File: src/hw/rtl/rgb_to_hsv_converter_defines.svh
// Assertion macros shared by the RGB to HSV converter RTL.
// Expects clk and rst_n in the scope of each use; empty under SYNTHESIS.
`ifndef RGB_TO_HSV_CONVERTER_DEFINES_SVH
`define RGB_TO_HSV_CONVERTER_DEFINES_SVH

`ifndef SYNTHESIS
// Check a property on every clock edge outside reset
`define RTHC_ASSERT(lbl, prop, msg) \
  lbl: assert property (@(posedge clk) disable iff (!rst_n) prop) else $error(msg);
// Check that a condition is followed by another in the next cycle
`define RTHC_ASSERT_NEXT(lbl, ante, cons, msg) \
  lbl: assert property (@(posedge clk) disable iff (!rst_n) (ante) |=> (cons)) else $error(msg);
`else
`define RTHC_ASSERT(lbl, prop, msg)
`define RTHC_ASSERT_NEXT(lbl, ante, cons, msg)
`endif

`endif

File: src/hw/rtl/rthc_pkg.sv
// Shared constants, types and the divider step for the RGB to HSV converter.
// No dependencies; used by every module of the block by scoped names.
package rthc_pkg;

  // Hue resolution: 1/2^HUE_FRACTION_BITS degree
  localparam int HUE_FRACTION_BITS = 6;
  localparam int HUE_SECTOR        = 60 << HUE_FRACTION_BITS;
  localparam int HUE_CIRCLE        = 360 << HUE_FRACTION_BITS;

  // Field widths
  localparam int BYTE_W = 8;
  localparam int HUE_W  = 15;
  localparam int SAT_W  = 16;

  // One quotient bit per cell; both quotients fit in SAT_W bits
  localparam int CELLS  = SAT_W;
  localparam int REM_W  = BYTE_W + CELLS;
  localparam int DSH_W  = BYTE_W + CELLS - 1;
  localparam int HC_W   = $clog2(HUE_CIRCLE) + 1;

  // Sector picked by the largest channel
  typedef enum logic [1:0] {
    SECT_RED   = 2'd0,
    SECT_GREEN = 2'd1,
    SECT_BLUE  = 2'd2
  } sector_t;

  // One restoring division lane
  typedef struct packed {
    logic [REM_W-1:0] rem;
    logic [DSH_W-1:0] dsh;
    logic [CELLS-1:0] quo;
  } lane_t;

  // Word handed from cell to cell
  typedef struct packed {
    logic              valid;
    sector_t           sector;
    logic              neg;
    logic              grey;
    logic              black;
    logic [BYTE_W-1:0] bright;
    logic [BYTE_W-1:0] alpha;
    lane_t             hue_lane;
    lane_t             sat_lane;
  } word_t;

  // Retire one quotient bit and halve the shifted divisor
  function automatic lane_t div_step(input lane_t l);
    lane_t res;
    logic  fits;
    fits     = l.rem >= {1'b0, l.dsh};
    res.rem  = fits ? (l.rem - {1'b0, l.dsh}) : l.rem;
    res.dsh  = l.dsh >> 1;
    res.quo  = {l.quo[CELLS-2:0], fits};
    return res;
  endfunction

endpackage

File: src/hw/rtl/rthc_front.sv
// Front cell: max/min search, sector pick and divider operand setup.
// Depends on rthc_pkg.
module rthc_front (
  input  logic                       clk,
  input  logic                       rst_n,
  input  logic                       start,
  input  logic [rthc_pkg::BYTE_W-1:0] red,
  input  logic [rthc_pkg::BYTE_W-1:0] green,
  input  logic [rthc_pkg::BYTE_W-1:0] blue,
  input  logic [rthc_pkg::BYTE_W-1:0] alpha,
  output rthc_pkg::word_t            word_out
);

  logic [rthc_pkg::BYTE_W-1:0] hi;
  logic [rthc_pkg::BYTE_W-1:0] lo;
  logic [rthc_pkg::BYTE_W-1:0] chroma;
  logic [rthc_pkg::BYTE_W-1:0] plus;
  logic [rthc_pkg::BYTE_W-1:0] minus;
  logic [rthc_pkg::BYTE_W-1:0] diff;
  rthc_pkg::sector_t           sector;
  rthc_pkg::word_t             word_nxt;
  rthc_pkg::word_t             word_r;

  // Find largest and smallest channel
  always_comb begin
    hi = red;
    if (green > hi) hi = green;
    if (blue > hi) hi = blue;
    lo = red;
    if (green < lo) lo = green;
    if (blue < lo) lo = blue;
    chroma = hi - lo;
  end

  // Pick sector, ties go to red then green
  always_comb begin
    if (hi == red) begin
      sector = rthc_pkg::SECT_RED;
      plus   = green;
      minus  = blue;
    end else if (hi == green) begin
      sector = rthc_pkg::SECT_GREEN;
      plus   = blue;
      minus  = red;
    end else begin
      sector = rthc_pkg::SECT_BLUE;
      plus   = red;
      minus  = green;
    end
    diff = (plus >= minus) ? (plus - minus) : (minus - plus);
  end

  // Build the word: scaled dividends and divisors pre-shifted for the first cell
  always_comb begin
    word_nxt.valid        = start;
    word_nxt.sector       = sector;
    word_nxt.neg          = plus < minus;
    word_nxt.grey         = chroma == '0;
    word_nxt.black        = hi == '0;
    word_nxt.bright       = hi;
    word_nxt.alpha        = alpha;
    word_nxt.hue_lane.rem = rthc_pkg::REM_W'(rthc_pkg::HUE_SECTOR) * rthc_pkg::REM_W'(diff);
    word_nxt.hue_lane.dsh = {chroma, {(rthc_pkg::CELLS-1){1'b0}}};
    word_nxt.hue_lane.quo = '0;
    word_nxt.sat_lane.rem = {chroma, {rthc_pkg::SAT_W{1'b0}}} - rthc_pkg::REM_W'(chroma);
    word_nxt.sat_lane.dsh = {hi, {(rthc_pkg::CELLS-1){1'b0}}};
    word_nxt.sat_lane.quo = '0;
  end

  // Register the word; only the valid flag needs reset
  always_ff @(posedge clk) begin
    if (!rst_n) begin
      word_r.valid <= 1'b0;
    end else begin
      word_r <= word_nxt;
    end
  end

  assign word_out = word_r;

endmodule

File: src/hw/rtl/rthc_div_cell.sv
// Divider cell: one quotient bit for the hue and saturation lanes per cycle.
// Depends on rthc_pkg and the assertion macros header.
`include "rgb_to_hsv_converter_defines.svh"

module rthc_div_cell (
  input  logic            clk,
  input  logic            rst_n,
  input  rthc_pkg::word_t cell_in,
  output rthc_pkg::word_t cell_out
);

  rthc_pkg::word_t word_nxt;
  rthc_pkg::word_t word_r;

  // Advance both lanes by one step, carry the rest along
  always_comb begin
    word_nxt          = cell_in;
    word_nxt.hue_lane = rthc_pkg::div_step(cell_in.hue_lane);
    word_nxt.sat_lane = rthc_pkg::div_step(cell_in.sat_lane);
  end

  always_ff @(posedge clk) begin
    if (!rst_n) begin
      word_r.valid <= 1'b0;
    end else begin
      word_r <= word_nxt;
    end
  end

  assign cell_out = word_r;

  `RTHC_ASSERT_NEXT(a_cell_valid_moves, cell_in.valid, cell_out.valid, "cell dropped a word")

endmodule

File: src/hw/rtl/rthc_back.sv
// Back cell: hue assembly with sector base and wrap, saturation forced to zero for black.
// Depends on rthc_pkg and the assertion macros header.
`include "rgb_to_hsv_converter_defines.svh"

module rthc_back (
  input  logic                        clk,
  input  logic                        rst_n,
  input  rthc_pkg::word_t             word_in,
  output logic                        out_valid,
  output logic [rthc_pkg::HUE_W-1:0]  hue,
  output logic [rthc_pkg::SAT_W-1:0]  sat,
  output logic [rthc_pkg::BYTE_W-1:0] bright,
  output logic [rthc_pkg::BYTE_W-1:0] alpha
);

  logic [rthc_pkg::HC_W-1:0]   mag;
  logic [rthc_pkg::HC_W-1:0]   base;
  logic [rthc_pkg::HC_W-1:0]   hue_calc;
  logic                        valid_r;
  logic [rthc_pkg::HUE_W-1:0]  hue_r;
  logic [rthc_pkg::SAT_W-1:0]  sat_r;
  logic [rthc_pkg::BYTE_W-1:0] bright_r;
  logic [rthc_pkg::BYTE_W-1:0] alpha_r;
  logic [rthc_pkg::HUE_W-1:0]  hue_nxt;
  logic [rthc_pkg::SAT_W-1:0]  sat_nxt;

  assign mag = rthc_pkg::HC_W'(word_in.hue_lane.quo);

  // Sector base angle
  always_comb begin
    case (word_in.sector)
      rthc_pkg::SECT_RED:   base = '0;
      rthc_pkg::SECT_GREEN: base = rthc_pkg::HC_W'(2 * rthc_pkg::HUE_SECTOR);
      rthc_pkg::SECT_BLUE:  base = rthc_pkg::HC_W'(4 * rthc_pkg::HUE_SECTOR);
      default:              base = '0;
    endcase
  end

  // Apply sign; grey gives hue zero, a negative red-sector hue wraps around the circle
  always_comb begin
    if (word_in.grey) begin
      hue_calc = '0;
    end else if (!word_in.neg) begin
      hue_calc = base + mag;
    end else if (word_in.sector == rthc_pkg::SECT_RED) begin
      hue_calc = (mag == '0) ? base : (rthc_pkg::HC_W'(rthc_pkg::HUE_CIRCLE) - mag);
    end else begin
      hue_calc = base - mag;
    end
    hue_nxt = rthc_pkg::HUE_W'(hue_calc);
    sat_nxt = word_in.black ? '0 : word_in.sat_lane.quo[rthc_pkg::SAT_W-1:0];
  end

  // Register the valid strobe in step with the result
  always_ff @(posedge clk) begin
    if (!rst_n) begin
      valid_r <= 1'b0;
    end else begin
      valid_r <= word_in.valid;
    end
  end

  always_ff @(posedge clk) begin
    hue_r    <= hue_nxt;
    sat_r    <= sat_nxt;
    bright_r <= word_in.bright;
    alpha_r  <= word_in.alpha;
  end

  assign out_valid = valid_r;
  assign hue       = hue_r;
  assign sat       = sat_r;
  assign bright    = bright_r;
  assign alpha     = alpha_r;

  `RTHC_ASSERT(a_hue_in_circle, valid_r |-> hue_r < rthc_pkg::HUE_CIRCLE, "hue out of range")
  `RTHC_ASSERT(a_black_no_sat, valid_r && bright_r == '0 |-> sat_r == '0, "black pixel with saturation")
  `RTHC_ASSERT(a_grey_no_hue, valid_r && sat_r == '0 |-> hue_r == '0, "grey pixel with hue")

endmodule

File: src/hw/rtl/rgb_to_hsv_converter.sv
// RGB to HSV converter: front cell, a chain of 16 restoring divider cells, back cell.
// Each word is registered in the front cell, every divider cell and the back cell before out_valid rises.
// Throughput: one pixel per cycle; busy stays low and the receiver cannot stall.
// The divider chain sets the latency: one quotient bit per cell for both lanes.
// Reset (rst_n low, synchronous) clears all valid flags; words in flight are dropped.
module rgb_to_hsv_converter (
  input  logic                        clk,
  input  logic                        rst_n,
  input  logic                        start,
  output logic                        busy,
  input  logic [rthc_pkg::BYTE_W-1:0] in_red_in,
  input  logic [rthc_pkg::BYTE_W-1:0] in_green_in,
  input  logic [rthc_pkg::BYTE_W-1:0] in_blue_in,
  input  logic [rthc_pkg::BYTE_W-1:0] in_alpha_in,
  output logic                        out_valid,
  output logic [rthc_pkg::HUE_W-1:0]  out_hue_out,
  output logic [rthc_pkg::SAT_W-1:0]  out_saturation_out,
  output logic [rthc_pkg::BYTE_W-1:0] out_brightness_out,
  output logic [rthc_pkg::BYTE_W-1:0] out_alpha_out
);

  rthc_pkg::word_t chain_w [rthc_pkg::CELLS+1];

  // Fully pipelined: a word is taken in every cycle
  assign busy = 1'b0;

  rthc_front u_front (
    .clk      (clk),
    .rst_n    (rst_n),
    .start    (start),
    .red      (in_red_in),
    .green    (in_green_in),
    .blue     (in_blue_in),
    .alpha    (in_alpha_in),
    .word_out (chain_w[0])
  );

  // Divider chain
  for (genvar i = 0; i < rthc_pkg::CELLS; i++) begin : g_cell
    rthc_div_cell u_cell (
      .clk      (clk),
      .rst_n    (rst_n),
      .cell_in  (chain_w[i]),
      .cell_out (chain_w[i+1])
    );
  end

  rthc_back u_back (
    .clk       (clk),
    .rst_n     (rst_n),
    .word_in   (chain_w[rthc_pkg::CELLS]),
    .out_valid (out_valid),
    .hue       (out_hue_out),
    .sat       (out_saturation_out),
    .bright    (out_brightness_out),
    .alpha     (out_alpha_out)
  );

endmodule
File: config.mk
export PLATFORM = sky130hd
export DESIGN_NAME = rgb_to_hsv_converter
export DESIGN_NICKNAME = d
export VERILOG_FILES = /design/src/hw/rtl/rthc_pkg.sv /design/src/hw/rtl/rthc_front.sv /design/src/hw/rtl/rthc_div_cell.sv /design/src/hw/rtl/rthc_back.sv /design/src/hw/rtl/rgb_to_hsv_converter.sv
export VERILOG_INCLUDE_DIRS = /design/src /design/src/hw/rtl
export SDC_FILE = /design/constraint.sdc
export NUM_CORES = 2
export LEC_CHECK = 0
export BUFFER_PORTS_ARGS = -buffer_cell sky130_fd_sc_hd__buf_2
export CAP_MARGIN = 40
export CORE_ASPECT_RATIO = 0.7
export CORE_MARGIN = 2
export CORE_UTILIZATION = 50
export CTS_CLUSTER_SIZE = 10
export DETAILED_ROUTE_END_ITERATION = 7
export GPL_TIMING_DRIVEN = 0
export PLACE_DENSITY = 0.66
export SETUP_SLACK_MARGIN = 0.4
export SYNTH_ARGS = -nofsm -noshare
export SYNTH_HDL_FRONTEND = slang
export SYNTH_SLANG_ARGS = --single-unit
File: constraint.sdc
create_clock -name clk -period 16.4 [get_ports clk]
set_input_delay 1.64 -clock clk [delete_from_list [all_inputs] [get_ports clk]]
set_output_delay 1.64 -clock clk [all_outputs]
set_load 0.02 [all_outputs]
==> out/results.txt <==
most used standard cells in the synthesized netlist = sky130_fd_sc_hd__edfxtp_1, sky130_fd_sc_hd__inv_1, sky130_fd_sc_hd__ha_1
final net count = 5645
hold buffers post-CTS = 0
Synth cell types = 83
die width = 439.8 um
via-per-instance ratio = 5.255
MaxCap Viol Count = 0
effective utilization at floorplan = 0.5059
fraction of registers with async set/reset = 0
syn_nets = 5385
power share of the clock group = 0.279
cell taking the most area after synthesis = sky130_fd_sc_hd__edfxtp_1
switch share = 0.2960
cell count after synthesis = 4975
most instantiated flip-flop cell in the synthesis netlist = sky130_fd_sc_hd__edfxtp_1
Crit. End Element = register
cell area after technology mapping = 66470 um2
largest voltage drop on the vdd net = 0.0003029 V
Most common cell on crit path = sky130_fd_sc_hd__a21oi_1
number of detailed-routing iterations run before antenna repair = 6
row count = 111
Setup Fix Bufs, Post-CTS = 0
area of all placed cells without fillers = 74040 um2
critical path start-end classification = primary input to register
static leakage = 27.94 nW
Area growth, synth to finish = 11.40%
unrepaired setup endpoints after global routing = false
worst setup skew after layout = 0.03234 ns
total wirelength of the detailed-routed design = 108.5 mm
wire length of the first global-routing pass = 180.6 mm
maximum net fanout on the critical path = 10
internal power contribution = 8.256 mW
Worst Hold Launch = g_cell[15].u_cell.cell_out[129]
fraction of power consumed by combinational cells = 0.263
Worst path slowest cell = sky130_fd_sc_hd__fa_1
reported net switching power = 3.471 mW
required time worst endpoint = 16.92 ns
share of the clock period used by the worst path after layout = 0.7439
clock tree from TritonCTS = yes
final-report max-slew violation count = 0
Hold Path Class = register to register
Crit path max-delay family = compound AO/OA/AOI/OAI gates
count of flip-flops with a built-in enable after synthesis = 1401
count of endpoints failing setup in the final report = 0
result of the run = finished, final reports clean
P per Cell Area = 158.4 nW/um2
DR vias = 37160
port buffer count = 79
Post-Place Cells = 6818
Clk pin slew, worst setup/hold paths = 0.05 ns
number of fillers in the final layout = 10470
buffers from clock root to sink, at most = 3
most numerous cell in the Yosys netlist = sky130_fd_sc_hd__edfxtp_1
crit path launch type = primary input
clock insertion delay at the later pin of the skew report = 0.78 ns
final routed wire length divided by cell count = 15.35 um
end-of-flow core utilization = 0.5636
antenna violations before repair = 0
dpl hpwl = 74.74 mm
Worst Tran Pin Value = 0.9580 ns
pin count of the biggest net entering global routing = 193
area of the die = 135900 um2
final setup TNS = 0 ns
Highest Clock Rate = 0.08197 GHz
worst relative slew slack = 0.3584
clock period minus final worst setup slack = 12.20 ns
Post-CTS Resized = 0
launch point of the worst reg-to-reg path = g_cell[12].u_cell.cell_out[18]
Yosys reg bits = 1466
die height = 309.0 um
final non-filler cell total = 7071
data arrival time of the critical path = 12.72 ns
post-detailed-route count of antenna-violating nets = 0
Post-Place Cell Area = 69330 um2
area of the core region = 131400 um2
Crit path largest cell delay = 0.61 ns
share of total power in sequential cells = 0.458
area share of the largest cell type after synthesis = 0.6330
worst-case hold slack = 0.3388 ns
first element of the critical path = in_red_in[7]
drt drc = 0
global routing usage summed across all routing layers = 0.1616
number of global-route vias before repair = 36980
hold violation count in the final report = 0
count of routing violations after the opening detailed-route iteration = 2660
synthesis warning total = 0
total clock buffers created by CTS = 166
number of top-level pins = 84
leftover overflow at the end of global routing = 0
part of the Yosys area used for sequential elements = 0.6525
top cells by area in the synthesized netlist = sky130_fd_sc_hd__edfxtp_1, sky130_fd_sc_hd__ha_1, sky130_fd_sc_hd__inv_1
mean instance size in the synthesized netlist = 13.36 um2
layout cell share with drive strength beyond 1 = 0.07143
CTS sink cnt = 1466
root buffer selected by CTS = sky130_fd_sc_hd__clkbuf_16
routability congestion estimate = 0.9096
final antenna diode count = 0
total number of H-tree levels = 4
Buf/Inv on CP = 9
## routing by layer
layer,part of all wire,routed length (um),track usage,vias up
li1,-,-,-,18680
met2,0.47,51220,0.2667,672
met5,0,0,0,-
met1,0.46,49610,0.2111,17580
met3,0.042,4550,0.03326,226
met4,0.029,3130,0.06172,0
## power by group through the flow
stage | registers (mW) | logic [mW] | clock network, mW
finish | 5.38 | 3.08 | 3.27
floorplan | 5.32 | 2.39 | 0
detailed placement | 5.45 | 3.06 | 0
CTS | 5.38 | 3.08 | 3.38
global route | 5.45 | 3.50 | 3.53
global placement | 5.58 | 2.96 | 0
## flip-flops by register name, indices dropped and copies added (netlist names)
signal,count
u_back.bright,8
u_back.alpha,8
u_back.out_valid,1
u_front.word_out,64
g_cell.u_cell.cell_out,1354
u_back.sat,16
u_back.hue,15
## cells by family after synthesis
| kind of cell | share of synthesized area |
|---|---|
| fa+ha+maj | 0.07556 |
| simple gates | 0.09687 |
| mux | 0.01739 |
| buf+inv | 0.03242 |
| compound gates | 0.07549 |
| other cells | 0.00005642 |
| xor+xnor | 0.04968 |
| flops | 0.6525 |
## cell usage in the layout (no fill, tap or decap), types with 18 or more instances in the layout
cell                           n
sky130_fd_sc_hd__fa_1         44
sky130_fd_sc_hd__xor2_1      190
sky130_fd_sc_hd__clkbuf_16   169
sky130_fd_sc_hd__edfxtp_1   1401
sky130_fd_sc_hd__or4_1        26
sky130_fd_sc_hd__a21o_1       61
sky130_fd_sc_hd__clkbuf_1    135
sky130_fd_sc_hd__nor2_1      328
sky130_fd_sc_hd__inv_1       482
sky130_fd_sc_hd__nor2b_1      98
sky130_fd_sc_hd__xnor2_1     187
sky130_fd_sc_hd__or3_1        38
sky130_fd_sc_hd__o21a_1       28
sky130_fd_sc_hd__nor4_1       90
sky130_fd_sc_hd__nand4_1      54
sky130_fd_sc_hd__o21ai_0     235
sky130_fd_sc_hd__a21boi_0     76
sky130_fd_sc_hd__ha_1        331
sky130_fd_sc_hd__a211oi_1     18
sky130_fd_sc_hd__nand2b_1     50
sky130_fd_sc_hd__nand2_1     288
sky130_fd_sc_hd__nor3_1      115
sky130_fd_sc_hd__buf_2        83
sky130_fd_sc_hd__and2_1       30
sky130_fd_sc_hd__dfxtp_1      65
sky130_fd_sc_hd__mux2_2       60
sky130_fd_sc_hd__mux2i_1      48
sky130_fd_sc_hd__o31ai_1      50
sky130_fd_sc_hd__nand3_1      53
sky130_fd_sc_hd__a21oi_1     215
## through the flow
| step | total power [mW] | worst slack [ns] |
|---|---|---|
| 6_report | 11.73 | 4.201 |
| 5_1_grt | 12.48 | 3.247 |
| 4_1_cts | 11.84 | 4.371 |
| 3_5_place_dp | 8.513 | 3.539 |
| 3_3_place_gp | 8.544 | -8.135 |
| 2_1_floorplan | 7.715 | 5.275 |
## path summary, 6_finish.rpt
| check | endpoint | slack [ns] | cells after the start |
|---|---|---|---|
| max | u_front.word_out[121] | 4.20 | 43 |
| max reg2reg | g_cell[13].u_cell.cell_out[58] | 12.62 | 12 |
| min | u_back.alpha[3] | 0.34 | 0 |
| min reg2reg | u_back.alpha[3] | 0.34 | 0 |
## layout make-up
| class | instances | area (um2) | area share |
|---|---|---|---|
| inverters | 485 | 1822 | 0.02460 |
| multi-input cells | 2943 | 20950 | 0.2829 |
| well taps | 1751 | 2191 | 0.02959 |
| flip-flops and latches | 1466 | 43370 | 0.5858 |
| plain buffers | 81 | 332.8 | 0.004495 |
| clock inverters | 16 | 230.2 | 0.003109 |
| clock buffers | 237 | 4484 | 0.06056 |
| repair buffers | 92 | 665.6 | 0.008990 |
Note: power is estimated with default switching activity, not from simulation.
